<file path="src/rtl/core/deq_pkg.sv">
// Shared types, constants and action codes for the double-ended queue core.
// Used by deq_ctrl, deq_ram and double_ended_queue_core; depends on nothing.
package deq_pkg;

    localparam int DEPTH   = 1024;
    localparam int IDX_W   = $clog2(DEPTH);
    localparam int CNT_W   = $clog2(DEPTH + 1);
    localparam int DATA_W  = 32;
    localparam int ACT_W   = 3;
    localparam int STAT_W  = 2;
    localparam int OUT_W   = DATA_W + STAT_W + CNT_W + 1;
    localparam int OUT_PAD = ((OUT_W + 7) / 8) * 8;

    typedef enum logic [ACT_W-1:0] {
        ACT_PUSH_FRONT = 3'd0,
        ACT_PUSH_BACK  = 3'd1,
        ACT_POP_FRONT  = 3'd2,
        ACT_POP_BACK   = 3'd3,
        ACT_PEEK_FRONT = 3'd4,
        ACT_PEEK_BACK  = 3'd5
    } t_action;

    localparam logic [STAT_W-1:0] ST_OK    = 2'd0;
    localparam logic [STAT_W-1:0] ST_EMPTY = 2'd1;
    localparam logic [STAT_W-1:0] ST_FULL  = 2'd2;

    typedef struct packed {
        logic              we;
        logic              re;
        logic [IDX_W-1:0]  waddr;
        logic [IDX_W-1:0]  raddr;
        logic [DATA_W-1:0] wdata;
    } t_mem_req;

    typedef struct packed {
        logic              is_read;
        logic [STAT_W-1:0] status;
        logic [CNT_W-1:0]  count;
        logic              is_empty;
    } t_meta;

endpackage

</file>
<file path="src/rtl/core/deq_ctrl.sv">
// Front/back index and count bookkeeping for the double-ended queue.
// Issues one memory request per transaction; depends on deq_pkg.
module deq_ctrl import deq_pkg::*; (
    input  logic              i_clk,
    input  logic              i_rst_n,
    input  logic              i_accept,
    input  logic [ACT_W-1:0]  i_action,
    input  logic [DATA_W-1:0] i_value,
    output t_mem_req          o_mem,
    output t_meta             o_meta
);

    localparam logic [IDX_W-1:0] LAST_IDX = IDX_W'(DEPTH - 1);
    localparam logic [CNT_W-1:0] FULL_CNT = CNT_W'(DEPTH);

    logic [IDX_W-1:0] r_front, n_front;
    logic [IDX_W-1:0] r_back, n_back;
    logic [CNT_W-1:0] r_count, n_count;

    logic             full;
    logic             empty;
    logic [IDX_W-1:0] front_inc;
    logic [IDX_W-1:0] front_dec;
    logic [IDX_W-1:0] back_inc;
    logic [IDX_W-1:0] back_dec;

    assign full      = (r_count == FULL_CNT);
    assign empty     = (r_count == '0);
    assign front_inc = (r_front == LAST_IDX) ? '0 : r_front + IDX_W'(1);
    assign front_dec = (r_front == '0) ? LAST_IDX : r_front - IDX_W'(1);
    assign back_inc  = (r_back == LAST_IDX) ? '0 : r_back + IDX_W'(1);
    assign back_dec  = (r_back == '0) ? LAST_IDX : r_back - IDX_W'(1);

    always_comb begin
        n_front        = r_front;
        n_back         = r_back;
        n_count        = r_count;
        o_mem.we       = 1'b0;
        o_mem.re       = i_accept;
        o_mem.waddr    = r_back;
        o_mem.raddr    = r_front;
        o_mem.wdata    = i_value;
        o_meta.is_read = 1'b0;
        o_meta.status  = ST_OK;
        case (i_action)
            ACT_PUSH_FRONT: begin
                if (full) begin
                    o_meta.status = ST_FULL;
                end else begin
                    n_front     = front_dec;
                    o_mem.we    = i_accept;
                    o_mem.waddr = front_dec;
                    n_count     = r_count + CNT_W'(1);
                end
            end
            ACT_PUSH_BACK: begin
                if (full) begin
                    o_meta.status = ST_FULL;
                end else begin
                    n_back      = back_inc;
                    o_mem.we    = i_accept;
                    o_mem.waddr = r_back;
                    n_count     = r_count + CNT_W'(1);
                end
            end
            ACT_POP_FRONT: begin
                if (empty) begin
                    o_meta.status = ST_EMPTY;
                end else begin
                    o_meta.is_read = 1'b1;
                    o_mem.raddr    = r_front;
                    n_front        = front_inc;
                    n_count        = r_count - CNT_W'(1);
                end
            end
            ACT_POP_BACK: begin
                if (empty) begin
                    o_meta.status = ST_EMPTY;
                end else begin
                    o_meta.is_read = 1'b1;
                    o_mem.raddr    = back_dec;
                    n_back         = back_dec;
                    n_count        = r_count - CNT_W'(1);
                end
            end
            ACT_PEEK_FRONT: begin
                if (empty) begin
                    o_meta.status = ST_EMPTY;
                end else begin
                    o_meta.is_read = 1'b1;
                    o_mem.raddr    = r_front;
                end
            end
            ACT_PEEK_BACK: begin
                if (empty) begin
                    o_meta.status = ST_EMPTY;
                end else begin
                    o_meta.is_read = 1'b1;
                    o_mem.raddr    = back_dec;
                end
            end
            default: begin
            end
        endcase
        o_meta.count    = n_count;
        o_meta.is_empty = (n_count == '0);
    end

    always_ff @(posedge i_clk) begin
        if (!i_rst_n) begin
            r_front <= '0;
            r_back  <= '0;
            r_count <= '0;
        end else if (i_accept) begin
            r_front <= n_front;
            r_back  <= n_back;
            r_count <= n_count;
        end
    end

endmodule

</file>
<file path="config.mk">
export PLATFORM = sky130hd
export DESIGN_NAME = deq_ctrl
export DESIGN_NICKNAME = d
export VERILOG_FILES = /design/src/rtl/core/deq_pkg.sv /design/src/rtl/core/deq_ctrl.sv
export SDC_FILE = /design/constraint.sdc
export NUM_CORES = 1
export LEC_CHECK = 0
export BUFFER_PORTS_ARGS = -buffer_cell sky130_fd_sc_hd__buf_4
export CORE_MARGIN = 10
export CORE_UTILIZATION = 55
export DETAILED_ROUTE_END_ITERATION = 12
export GPL_TIMING_DRIVEN = 0
export PLACE_DENSITY = 0.86
export SETUP_SLACK_MARGIN = 0.3
export SLEW_MARGIN = 20
export SYNTH_ARGS = -nofsm -noshare
export SYNTH_HDL_FRONTEND = slang
export SYNTH_SLANG_ARGS = --single-unit
</file>
<file path="constraint.sdc">
create_clock -name i_clk -period 6.4 [get_ports i_clk]
set_input_delay 0.96 -clock i_clk [delete_from_list [all_inputs] [get_ports i_clk]]
set_output_delay 0.96 -clock i_clk [all_outputs]
set_load 0.005 [all_outputs]
</file>
# Word-level counts from Yosys, hierarchy flattened
# Index checks and enable logic that the tools add are counted.
# word_totals
regBits	31
word_cells	58
# classes
add_sub_neg	6
n_eq_ne	12
mux	24
n_reduce_logical	13
# op_table
op	n
$mux 10	12
$pmux 10 s2	2
$logic_not 11->1	2
$mux 11	2
$pmux 11 s2	1
$add 10x1->10 const B	2
$eq 10x10->1 const B	2
$logic_not 10->1	2
$sub 10x1->10 const B	2
$add 11x1->11 const B	1
$eq 11x11->1 const B	1
$sub 11x1->11 const B	1
$ne 2x2->1 const B	4
$reduce_and 4->1	2
$eq 3x2->1 const B	2
$eq 3x3->1 const B	2
$reduce_or 2->1	3
$mux 1	5
$pmux 2 s2	1
$reduce_bool 2->1	2
$reduce_or 4->1	1
$eq 3x1->1 const B	1
$logic_not 3->1	1
$mux 2	1

# Depth between registers and ports, before layout
# Gate-level depths: netlist of run 1.
# logic_depth
word_depth	4
mapped_depth	10
mapped_depth_nobuf	9

# Worst setup path before layout of run 1
# OpenSTA, ideal clock, no wires.
# synth_timing
path_kind	in2out
from	input port i_action[1]
to	output port o_meta[0] in the netlist's numbering
arrival_ns	3.015
setup_slack_ns	2.425
cell_stages	8
n_path_buf	1
path_cell_list	clkbuf_1 > nand2b_1 > a31oi_1 > nand2_1 > o41ai_1 > xor2_1 > or4_1 > nor3_1
# synth_lines
element	line_no	text
start: declaration	deq_ctrl.sv:7	input logic [ACT_W-1:0] i_action,
end: declaration	deq_ctrl.sv:10	output t_meta o_meta

==> results of run 1 <==
==> cells in the final DEF, fill, tap and decap left out, drive strengths merged, types with 4 or more instances in the layout <==
cell type and n:
buf 111, nor2 57, nand2 43, a21oi 35
clkbuf 34, o21ai 32, dfxtp 31, xnor2 19
nand3 19, nor3 18, inv 12, nand4 10
a31oi 10, xor2 10, and2 8, or3 7
ha 7, and3 6, nor2b 5, a22oi 5
nor4 5, a21o 4
==> power by group through the flow <==
stage	combinational (mW)	sequential, mW	clock [mW]
after floorplan	0.231	0.217	0
after global placement	0.352	0.220	0
after detailed placement	0.357	0.220	0
after CTS	0.359	0.216	0.239
after global routing	0.399	0.218	0.248
final	0.360	0.216	0.238
==> per-layer routing <==
| layer | share of wire [%] | up-vias |
|---|---|---|
| met4 | 2.0 | 0 |
| met5 | 0 | - |
| met2 | 47 | 213 |
| li1 | - | 1731 |
| met3 | 9.9 | 24 |
| met1 | 41 | 1653 |
==> state kept, by name (all words and copies together) (netlist names) <==
name / count
r_front: 10
r_count: 11
r_back: 10
==> final timing paths <==
kind / to / cells after the start / from
max reg2reg: r_back[2]$_SDFFE_PN0P_ / 10 / r_count[0]$_SDFFE_PN0P_
max: o_meta[0] / 9 / i_action[1]
min reg2reg: r_count[10]$_SDFFE_PN0P_ / 2 / r_count[10]$_SDFFE_PN0P_
min: r_count[10]$_SDFFE_PN0P_ / 2 / r_count[10]$_SDFFE_PN0P_
==> tightest hold or removal path: stages (launching register included) <==
cell	delay (ps)
dfxtp_1	350
nor2_1	100
nor3_1	50
==> cells by family (layout without fill, tap and decap cells) <==
family	count (synthesis)	count (layout)
AOI/OAI and AO/OA	115	115
xor gates and xnor gates	29	29
adders and majority gates	7	7
buffers and inverters	81	160
DFF	31	31
muxes	3	3
and+or+nand+nor	190	190
==> layout make-up <==
type | count | area, um2 | share of cell area (%)
inverter | 13 | 48.8 | 1.26
clock inverter | 2 | 60.1 | 1.55
sequential | 31 | 621 | 16.0
multi-input combinational | 344 | 2050 | 52.9
clock buffer | 6 | 72.6 | 1.87
buffer | 68 | 404 | 10.4
tap | 72 | 90.1 | 2.32
timing repair buffer | 71 | 533 | 13.7
==> stage by stage <==
stage | instances | instance area, um2 | power (mW) | util [%] | hold WS (ps)
after floorplan | 456 | 3130 | 0.448 | - | 497
after global placement | 599 | 3750 | 0.572 | 68.1 | 518
after detailed placement | 599 | 3750 | 0.577 | 68.1 | 528
after CTS | 607 | 3880 | 0.814 | 70.5 | 538
after global routing | 607 | 3880 | 0.865 | 70.5 | 602
final | 607 | 3880 | 0.815 | 70.5 | 537
==> metrics.md, run 1 <==
| Metric | Value |
|---|---|
| Status | `finished clean` |
| Global-route wire length before repair | `16.4 mm` |
| Pint | `530 uW` |
| Crit end category | `primary output` |
| Leak Pwr | `1.62 nW` |
| Root buffer cell | `clkbuf_8` |
| Total CTS buffers | `5` |
| Nets | `579` |
| Reg clk slew, reported paths | `60 ps` |
| Synth async-reset ratio | `0%` |
| Setup Fix Bufs, Post-CTS | `0` |
| Worst skew pair latency | `290 ps` |
| I/O Pins | `107` |
| Endpoints failing hold | `0` |
| Top-count cell post-synth | `nor2_1` |
| Compound-cell area share of the yosys netlist | `23.3%` |
| Max-slew violations | `0` |
| Starting Density | `56.8%` |
| Synth Instances | `456` |
| Most Used Layer, Global Route | `met2` |
| Post-layout min period | `4550 ps` |
| Synth unique cells | `62` |
| Sequential share of power | `26.5%` |
| Net Sw Frac | `35.0%` |
| Number of global-route vias before repair | `3,500` |
| Clock sinks | `31` |
| Seq/Total Area, Yosys | `19.9%` |
| Primary FF master, synth | `dfxtp_1` |
| Clock power share | `29.2%` |
| RePlAce Congestion | `0.969` |
| Crit path DAT | `3590 ps` |
| CTS max path bufs | `2` |
| Resized Gates After CTS | `0` |
| Input/output buffers | `71` |
| Worst-Margin Slew | `737 ps` |
| Largest net degree at the start of global routing | `11` |
| Setup ws final | `1850 ps` |
| Max_slew headroom | `50.5%` |
| First-pass iteration count of the detailed router | `5` |
| CTS Hold Buffers Added | `0` |
| GRT met2 Usage | `36.7%` |
| Mux cell area share after synthesis | `0.961%` |
| Mean post-synth cell area | `6.85 um2` |
| Hold Crit Class | `reg2reg` |
| Crit path kind | `in2out` |
| Die footprint | `9100 um2` |
| Grt met3 use | `5.97%` |
| Htree depth | `2` |
| Routed vias/inst | `5.97` |
| # DRC | `0` |
| Max VDD drop | `122 uV` |
| DRT Wirelength | `10.1 mm` |
| Detailed Route Iter0 Violations | `366` |
| Buf+Inv Stages, Crit Path | `2` |
| Initial antenna violation count | `0` |
| Synthesis-to-layout area growth | `24.2%` |
| Max Clk Rate | `0.220 GHz` |
| Maximum fanout along the worst path | `10` |
| Antenna viol nets, final | `0` |
| Gate power share | `44.2%` |
| Fillers | `496` |
| CTS tree | `built` |
| EDFF count, synth | `0` |
| CP max-delay cell | `a31oi_1` |
| Synth top area cells | `dfxtp_1 20%, buf_4 7.9%, nor2_1 6.7%` |
| Die W | `95.4 um` |
| PD cells | `210 nW/um2` |
| DR WL/cell | `16.6 um` |
| Simple-gate portion of the synthesized area | `30.5%` |
| Register bit total from synthesis | `31` |
| Sw power | `285 uW` |
| Synth Area in XOR/XNOR | `8.13%` |
| Req. time, crit path | `5440 ps` |
| Core area | `5510 um2` |
| Place WS | `1930 ps` |
| Critical Path Start Type | `input pin` |
| Synth Area in Adders | `2.80%` |
| GR Overflow Total | `0` |
| RSZ-0062 raised after global routing | `false` |
| Gr usage total | `21.9%` |
| Crit-path cells | `clkbuf_1 > nand2b_1 > a31oi_1 > nand2_1 > o41ai_1 > xor2_1 > or4_1 > nor3_1 > buf_4` |
| Share of layout cells above drive strength 1 | `23.7%` |
| Synth cell count leaders | `56 x nor2_1, 43 x nand2_1, 35 x a21oi_1` |
| Delay of the slowest cell on the worst path | `560 ps` |
| Largest delay share family, worst path | `compound AO/OA/AOI/OAI gates` |
| Maxcap violations | `0` |
| Final TNS setup | `0 ps` |
| Dominant cell type by area after synthesis | `dfxtp_1` |
| Reg2reg setup slack | `3510 ps` |
| Main combinational cell family by area after synthesis | `simple AND/OR/NAND/NOR gates` |
| Final period util | `71.1%` |
| HPWL Detailed | `7.85 mm` |
| Count of final setup violators | `0` |
| GR Layer Usage met1 | `26.7%` |
| Ys Warns | `0` |
| Via count | `3,621` |
| Post-synthesis cell area | `3130 um2` |
| Antenna diodes | `0` |
| Yosys top cell area share | `19.9%` |
| Synth Net Count | `501` |
| Row count | `27` |
| Die Ht | `95.4 um` |
| Layout Skew | `10.5 ps` |
(Power assumes the default switching activity.)
==> run 2: changes to the inputs <==
- CORE_UTILIZATION: 55 -> 52
- PLACE_DENSITY: 0.86 -> 0.82
- clock period: 6.4 -> 4.7 ns (I/O delays scaled with it)
==> metrics.md, run 2 (synthesis gave the netlist of run 1 again) <==
| Metric | Value |
|---|---|
| Status | `finished clean (unchanged)` |
| Total CTS buffers | `5 (unchanged)` |
| Htree depth | `2 (unchanged)` |
| Final period util | `87.9%` |
| Largest net degree at the start of global routing | `11 (unchanged)` |
| DR WL/cell | `16.1 um (was 16.6 um)` |
| Maximum fanout along the worst path | `8 (was 10)` |
| Critical Path Start Type | `flop (was input pin)` |
| Req. time, crit path | `3990 ps (was 5440 ps)` |
| Via count | `3,516 (was 3,621)` |
| Die W | `97.5 um (was 95.4 um)` |
| Crit-path cells | `inv_1 > ha_1 > nor2b_1 > a31oi_1 > nand2_1 > o41ai_1 > xor2_1 > or4_1 > nor3_1 > buf_4 (was clkbuf_1 > nand2b_1 > a31oi_1 > nand2_1 > o41ai_1 > xor2_1 > or4_1 > nor3_1 > buf_4)` |
| Most frequent cells in the layout | `104 x buf_4, 56 x nor2_1, 43 x nand2_1, 35 x a21oi_1, 31 x dfxtp_1 (unchanged)` |
| Setup Fix Bufs, Post-CTS | `0 (unchanged)` |
| Sequential share of power | `26.7% (was 26.5%)` |
| RR Endpoint | `r_back[2]$_SDFFE_PN0P_ (unchanged)` |
| Max Clk Rate | `0.242 GHz` |
| Leak Pwr | `1.62 nW (unchanged)` |
| Maxcap violations | `0 (unchanged)` |
| RePlAce Congestion | `0.960 (was 0.969)` |
| Crit path kind | `reg2out (was in2out)` |
| Die footprint | `9510 um2 (was 9100 um2)` |
| First-pass iteration count of the detailed router | `5 (unchanged)` |
| Post-Place Cells | `602 (was 599)` |
| CP max-delay cell | `a31oi_1 (unchanged)` |
| Largest delay share family, worst path | `simple AND/OR/NAND/NOR gates (was compound AO/OA/AOI/OAI gates)` |
| Routed vias/inst | `5.76 (was 5.97)` |
| CTS tree | `built (unchanged)` |
| GR Overflow Total | `0 (unchanged)` |
| Number of global-route vias before repair | `3,411 (was 3,500)` |
| Initial antenna violation count | `0 (unchanged)` |
| Crit end category | `primary output (unchanged)` |
| I/O Pins | `107 (unchanged)` |
| Crit path DAT | `3430 ps (was 3590 ps)` |
| Delay of the slowest cell on the worst path | `560 ps (about the same)` |
| CTS Hold Buffers Added | `0 (unchanged)` |
| Reg clk slew, reported paths | `60 ps (about the same)` |
| Post-Layout Cell Count | `610 (was 607)` |
| Gate power share | `44.2% (about the same)` |
| Final Power | `1.11 mW (was 815 uW)` |
| Net Sw Frac | `34.8% (was 35.0%)` |
| Worst r2r src | `r_count[0]$_SDFFE_PN0P_ (unchanged)` |
| Count of final setup violators | `0 (unchanged)` |
| Worst-Margin Slew | `695 ps (was 737 ps)` |
| Sw power | `384 uW (was 285 uW)` |
| Final TNS setup | `0 ps (unchanged)` |
| Largest reg by FF count | `r_count (unchanged)` |
| CP Capture Point | `o_meta[0] (unchanged)` |
| Final design utilization | `66.0% (was 70.5%)` |
| Post-layout min period | `4130 ps` |
| Largest regs | `r_count: 11 flops, r_back: 10 flops, r_front: 10 flops (unchanged)` |
| Global-route wire length before repair | `16.1 mm (was 16.4 mm)` |
| Hold WS | `541 ps (was 537 ps)` |
| PD cells | `285 nW/um2 (was 210 nW/um2)` |
| Critical Path Start | `r_count[0]$_SDFFE_PN0P_ (was i_action[1])` |
| Nets | `579 (unchanged)` |
| Max VDD drop | `169 uV (was 122 uV)` |
| Layout Skew | `11.4 ps (was 10.5 ps)` |
| Root buffer cell | `clkbuf_8 (unchanged)` |
| Die Ht | `97.5 um (was 95.4 um)` |
| Antenna viol nets, final | `0 (unchanged)` |
| Row count | `28 (was 27)` |
| Endpoints failing hold | `0 (unchanged)` |
| Clock sinks | `31 (unchanged)` |
| Max_slew headroom | `53.4% (was 50.5%)` |
| Input/output buffers | `71 (unchanged)` |
| CP Depth | `10 (was 9)` |
| Share of layout cells above drive strength 1 | `23.7% (unchanged)` |
| Pint | `721 uW (was 530 uW)` |
| Resized Gates After CTS | `0 (unchanged)` |
| Hold Crit Class | `reg2reg (unchanged)` |
| CTS max path bufs | `2 (unchanged)` |
| Clock power share | `29.1% (was 29.2%)` |
| Starting Density | `53.1% (was 56.8%)` |
| Synthesis-to-layout area growth | `24.3% (was 24.2%)` |
| RSZ-0062 raised after global routing | `false (unchanged)` |
| Gr usage total | `19.3% (was 21.9%)` |
| Reg2reg path depth | `10 (unchanged)` |
| Worst skew pair latency | `290 ps (about the same)` |
| Max reg flops | `11 (unchanged)` |
| Most common library cell in the layout ignoring fill and taps | `buf_4 (unchanged)` |
| Reg2reg setup slack | `1750 ps (was 3510 ps)` |
| DRT Wirelength | `9.83 mm (was 10.1 mm)` |
| Max-slew violations | `0 (unchanged)` |
| HPWL Detailed | `7.66 mm (was 7.85 mm)` |
| Core area | `5890 um2 (was 5510 um2)` |
| Buf+Inv Stages, Crit Path | `2 (unchanged)` |
| # DRC | `0 (unchanged)` |
| Detailed Route Iter0 Violations | `250 (was 366)` |
| Antenna diodes | `0 (unchanged)` |
run 2: cell counts in the layout (fill, tap and decap cells not counted):
No cell type changed its count.
run 2: power groups by stage:
stage                     Sequential, mW  Clock [mW]  Combinational (mW)
final                              0.295       0.322               0.489
after detailed placement           0.300           0               0.484
after global placement             0.300           0               0.479
after global routing               0.296       0.333               0.538
after floorplan                    0.296           0               0.314
after CTS                          0.294       0.322               0.487
run 2: worst reg2reg max path: stages (launching register included):
cell and delay, ps:
dfxtp_1 440, inv_1 130, ha_1 250, nor2b_1 170, a31oi_1 560, a21o_1 280
and3_1 210, clkbuf_1 370, o221ai_1 200, a21oi_1 180, nor2_1 50
run 2: worst min-delay path by stage:
stage	from	end	slack, ps	depth (start not counted)
after floorplan	r_count[10]$_SDFFE_PN0P_	r_count[10]$_SDFFE_PN0P_	500	2
after global placement	r_count[10]$_SDFFE_PN0P_	r_count[10]$_SDFFE_PN0P_	520	2
after detailed placement	r_count[10]$_SDFFE_PN0P_	r_count[10]$_SDFFE_PN0P_	530	2
final	r_count[10]$_SDFFE_PN0P_	r_count[10]$_SDFFE_PN0P_	540	2
after global routing	r_front[1]$_SDFFE_PN0P_	r_front[1]$_SDFFE_PN0P_	590	2
after CTS	r_count[10]$_SDFFE_PN0P_	r_count[10]$_SDFFE_PN0P_	540	2
run 2: cell type report:
cell class                      instances  area [um2]
Tap cell                               75        93.8
Clock buffer                            6        72.6
Fill cell                             553        2000
Clock inverter                          2        60.1
Sequential cell                        31         621
Inverter                               13        48.8
Multi-Input combinational cell        344        2050
Buffer                                 68         404
Timing Repair Buffer                   71         533
run 2: through the flow:
step,cell area [um2],setup slack [ps]
floorplan,3130,1230
global placement,3750,710
detailed placement,3750,722
CTS,3880,577
global route,3880,323
finish,3880,569
run 2: routing by layer:
layer  global-route usage [%]  vias up  wire length, um
met4                     3.91        0              104
li1                         -     1735                -
met3                     7.11       13             1020
met1                     22.6     1595             4140
met5                        0        -                0
met2                     32.6      173             4560
==> run 3: changes to the inputs <==
- CORE_UTILIZATION: 52 -> 30
- PLACE_DENSITY: 0.82 -> unset
==> metrics.md, run 3 (synthesis gave the netlist of run 1 again) <==
| Metric | Value |
|---|---|
| Gr usage total | `13.3% (was 19.3%)` |
| Row count | `37 (was 28)` |
| Reg2reg path depth | `10 (unchanged)` |
| Antenna diodes | `0 (unchanged)` |
| Die Ht | `122 um (was 97.5 um)` |
| Global-route wire length before repair | `16.6 mm (was 16.1 mm)` |
| Critical Path Start Type | `flop (unchanged)` |
| Reg2reg setup slack | `1900 ps (was 1750 ps)` |
| Number of global-route vias before repair | `3,444 (was 3,411)` |
| Crit path kind | `reg2out (unchanged)` |
| Clock sinks | `31 (unchanged)` |
| Max reg flops | `11 (unchanged)` |
| Most common library cell in the layout ignoring fill and taps | `buf_4 (unchanged)` |
| CTS tree | `built (unchanged)` |
| First-pass iteration count of the detailed router | `5 (unchanged)` |
| I/O Pins | `107 (unchanged)` |
| RSZ-0062 raised after global routing | `false (unchanged)` |
| Count of final setup violators | `0 (unchanged)` |
| Initial antenna violation count | `0 (unchanged)` |
| Detailed Route Iter0 Violations | `293 (was 250)` |
| # DRC | `0 (unchanged)` |
| Share of layout cells above drive strength 1 | `24.1% (was 23.7%)` |
| Worst-Margin Slew | `720 ps (was 695 ps)` |
| Max_slew headroom | `51.6% (was 53.4%)` |
| Worst skew pair latency | `290 ps (about the same)` |
| Max VDD drop | `102 uV (was 169 uV)` |
| Reg clk slew, reported paths | `70 ps (was 60 ps)` |
| Hold Crit Class | `reg2reg (unchanged)` |
| Endpoints failing hold | `0 (unchanged)` |
| GR Overflow Total | `0 (unchanged)` |
| Largest regs | `r_count: 11 flops, r_back: 10 flops, r_front: 10 flops (unchanged)` |
| Starting Density | `30.5% (was 53.1%)` |
| Hold Path Depth | `2 (unchanged)` |
| Die footprint | `14,900 um2 (was 9510 um2)` |
| Max-slew violations | `0 (unchanged)` |
| Die W | `122 um (was 97.5 um)` |
| RR Endpoint | `r_back[2]$_SDFFE_PN0P_ (unchanged)` |
| Pint | `611 uW (was 721 uW)` |
| Worst r2r src | `r_count[0]$_SDFFE_PN0P_ (unchanged)` |
| GR Layer Usage met1 | `17.6% (was 22.6%)` |
| Largest reg by FF count | `r_count (unchanged)` |
| Root buffer cell | `clkbuf_8 (unchanged)` |
| DRT Wirelength | `10.4 mm (was 9.83 mm)` |
| Req. time, crit path | `3990 ps (about the same)` |
| Crit path DAT | `3290 ps (was 3430 ps)` |
| Place WS | `621 ps (was 722 ps)` |
| Grt met3 use | `4.76% (was 7.11%)` |
| Critical Path Start | `r_count[0]$_SDFFE_PN0P_ (unchanged)` |
| Routed vias/inst | `5.27 (was 5.76)` |
| Via count | `3,537 (was 3,516)` |
| Gate power share | `49.3% (was 44.2%)` |
| Sw power | `391 uW (was 384 uW)` |
| Layout Skew | `5.46 ps (was 11.4 ps)` |
| Final TNS setup | `0 ps (unchanged)` |
| PD cells | `256 nW/um2 (was 285 nW/um2)` |
| Post-layout min period | `4000 ps (was 4130 ps)` |
| Synthesis-to-layout area growth | `25.4% (was 24.3%)` |
| Final period util | `85.0% (was 87.9%)` |
| DR WL/cell | `15.5 um (was 16.1 um)` |
| Maxcap violations | `0 (unchanged)` |
| Setup Fix Bufs, Post-CTS | `0 (unchanged)` |
| Setup ws final | `704 ps (was 569 ps)` |
| RePlAce Congestion | `0.885 (was 0.960)` |
| Input/output buffers | `71 (unchanged)` |
| HPWL Detailed | `8.08 mm (was 7.66 mm)` |
| Max Clk Rate | `0.250 GHz (was 0.242 GHz)` |
| Maximum fanout along the worst path | `8 (unchanged)` |
| Clock power share | `21.3% (was 29.1%)` |
| Total CTS buffers | `5 (unchanged)` |
| Hold Startpoint | `r_count[10]$_SDFFE_PN0P_ (unchanged)` |
| GRT met2 Usage | `19.7% (was 32.6%)` |
| Most Used Layer, Global Route | `met2 (unchanged)` |
| Leak Pwr | `1.61 nW (was 1.62 nW)` |
| Antenna viol nets, final | `0 (unchanged)` |
| Largest net degree at the start of global routing | `11 (unchanged)` |
| Net Sw Frac | `39.0% (was 34.8%)` |
| Sequential share of power | `29.4% (was 26.7%)` |
| Htree depth | `2 (unchanged)` |
| Core area | `10,200 um2 (was 5890 um2)` |
| Crit end category | `primary output (unchanged)` |
| Most frequent cells in the layout | `104 x buf_4, 56 x nor2_1, 43 x nand2_1, 35 x a21oi_1, 31 x dfxtp_1 (unchanged)` |
| Hold EP | `r_count[10]$_SDFFE_PN0P_ (unchanged)` |
| Nets | `579 (unchanged)` |
| CTS max path bufs | `2 (unchanged)` |
| Status | `finished clean (unchanged)` |
run 3: cell types whose count changed in the layout (fill, tap and decap cells not counted), sizes merged:
cell and change:
clkbuf -1, bufinv -2, clkinv +3
run 3: stage by stage:
step / hold slack (ps) / power, mW / instances / util (%) / instance area [um2]
floorplan: 497 / 0.610 / 456 / - / 3130
global placement: 519 / 0.788 / 663 / 37.4 / 3830
detailed placement: 519 / 0.791 / 663 / 37.4 / 3830
CTS: 532 / 1.01 / 671 / 38.2 / 3910
global route: 589 / 1.08 / 671 / 38.3 / 3920
finish: 534 / 1.00 / 671 / 38.3 / 3920
run 3: power by group through the flow:
stage / combinational (mW) / sequential (mW) / clock, mW
floorplan: 0.314 / 0.296 / 0
global placement: 0.488 / 0.300 / 0
detailed placement: 0.490 / 0.300 / 0
CTS: 0.493 / 0.294 / 0.220
global route: 0.548 / 0.297 / 0.231
finish: 0.494 / 0.295 / 0.213
run 3: metal layers:
| layer | up-vias | share of wire (%) |
|---|---|---|
| met4 | 0 | 1.3 |
| met1 | 1618 | 45 |
| met5 | - | 0 |
| met2 | 169 | 43 |
| met3 | 14 | 12 |
| li1 | 1736 | - |
run 3: area by class of cell:
cell class	instances	area, um2
inverters	13	48.8
repair buffers	71	533
well taps	136	170
multi-input cells	344	2060
flip-flops and latches	31	621
fillers	1068	6310
clock inverters	3	15.0
plain buffers	68	404
clock buffers	5	68.8
run 3: critical path, cell delays in order (launching register included):
cell and delay [ps]:
dfxtp_1 440, inv_1 120, ha_1 240, nor2b_1 170
a31oi_2 430, nand2_1 140, o41ai_1 490, xor2_1 170
or4_1 510, nor3_1 160, buf_4 140
run 3: how the worst max path moves through the flow:
stage	endpoint	cells past startpoint
6_report	o_meta[0]	10
3_3_place_gp	o_meta[0]	9
3_5_place_dp	o_meta[0]	9
4_1_cts	o_meta[0]	10
2_1_floorplan	o_meta[0]	8
5_1_grt	o_meta[0]	10
run 3: what timing repair did:
item / in CTS / in global routing
setup endpoints to repair: 0 / 1
hold buffers: 0 / 0
resized for setup: 0 / 1
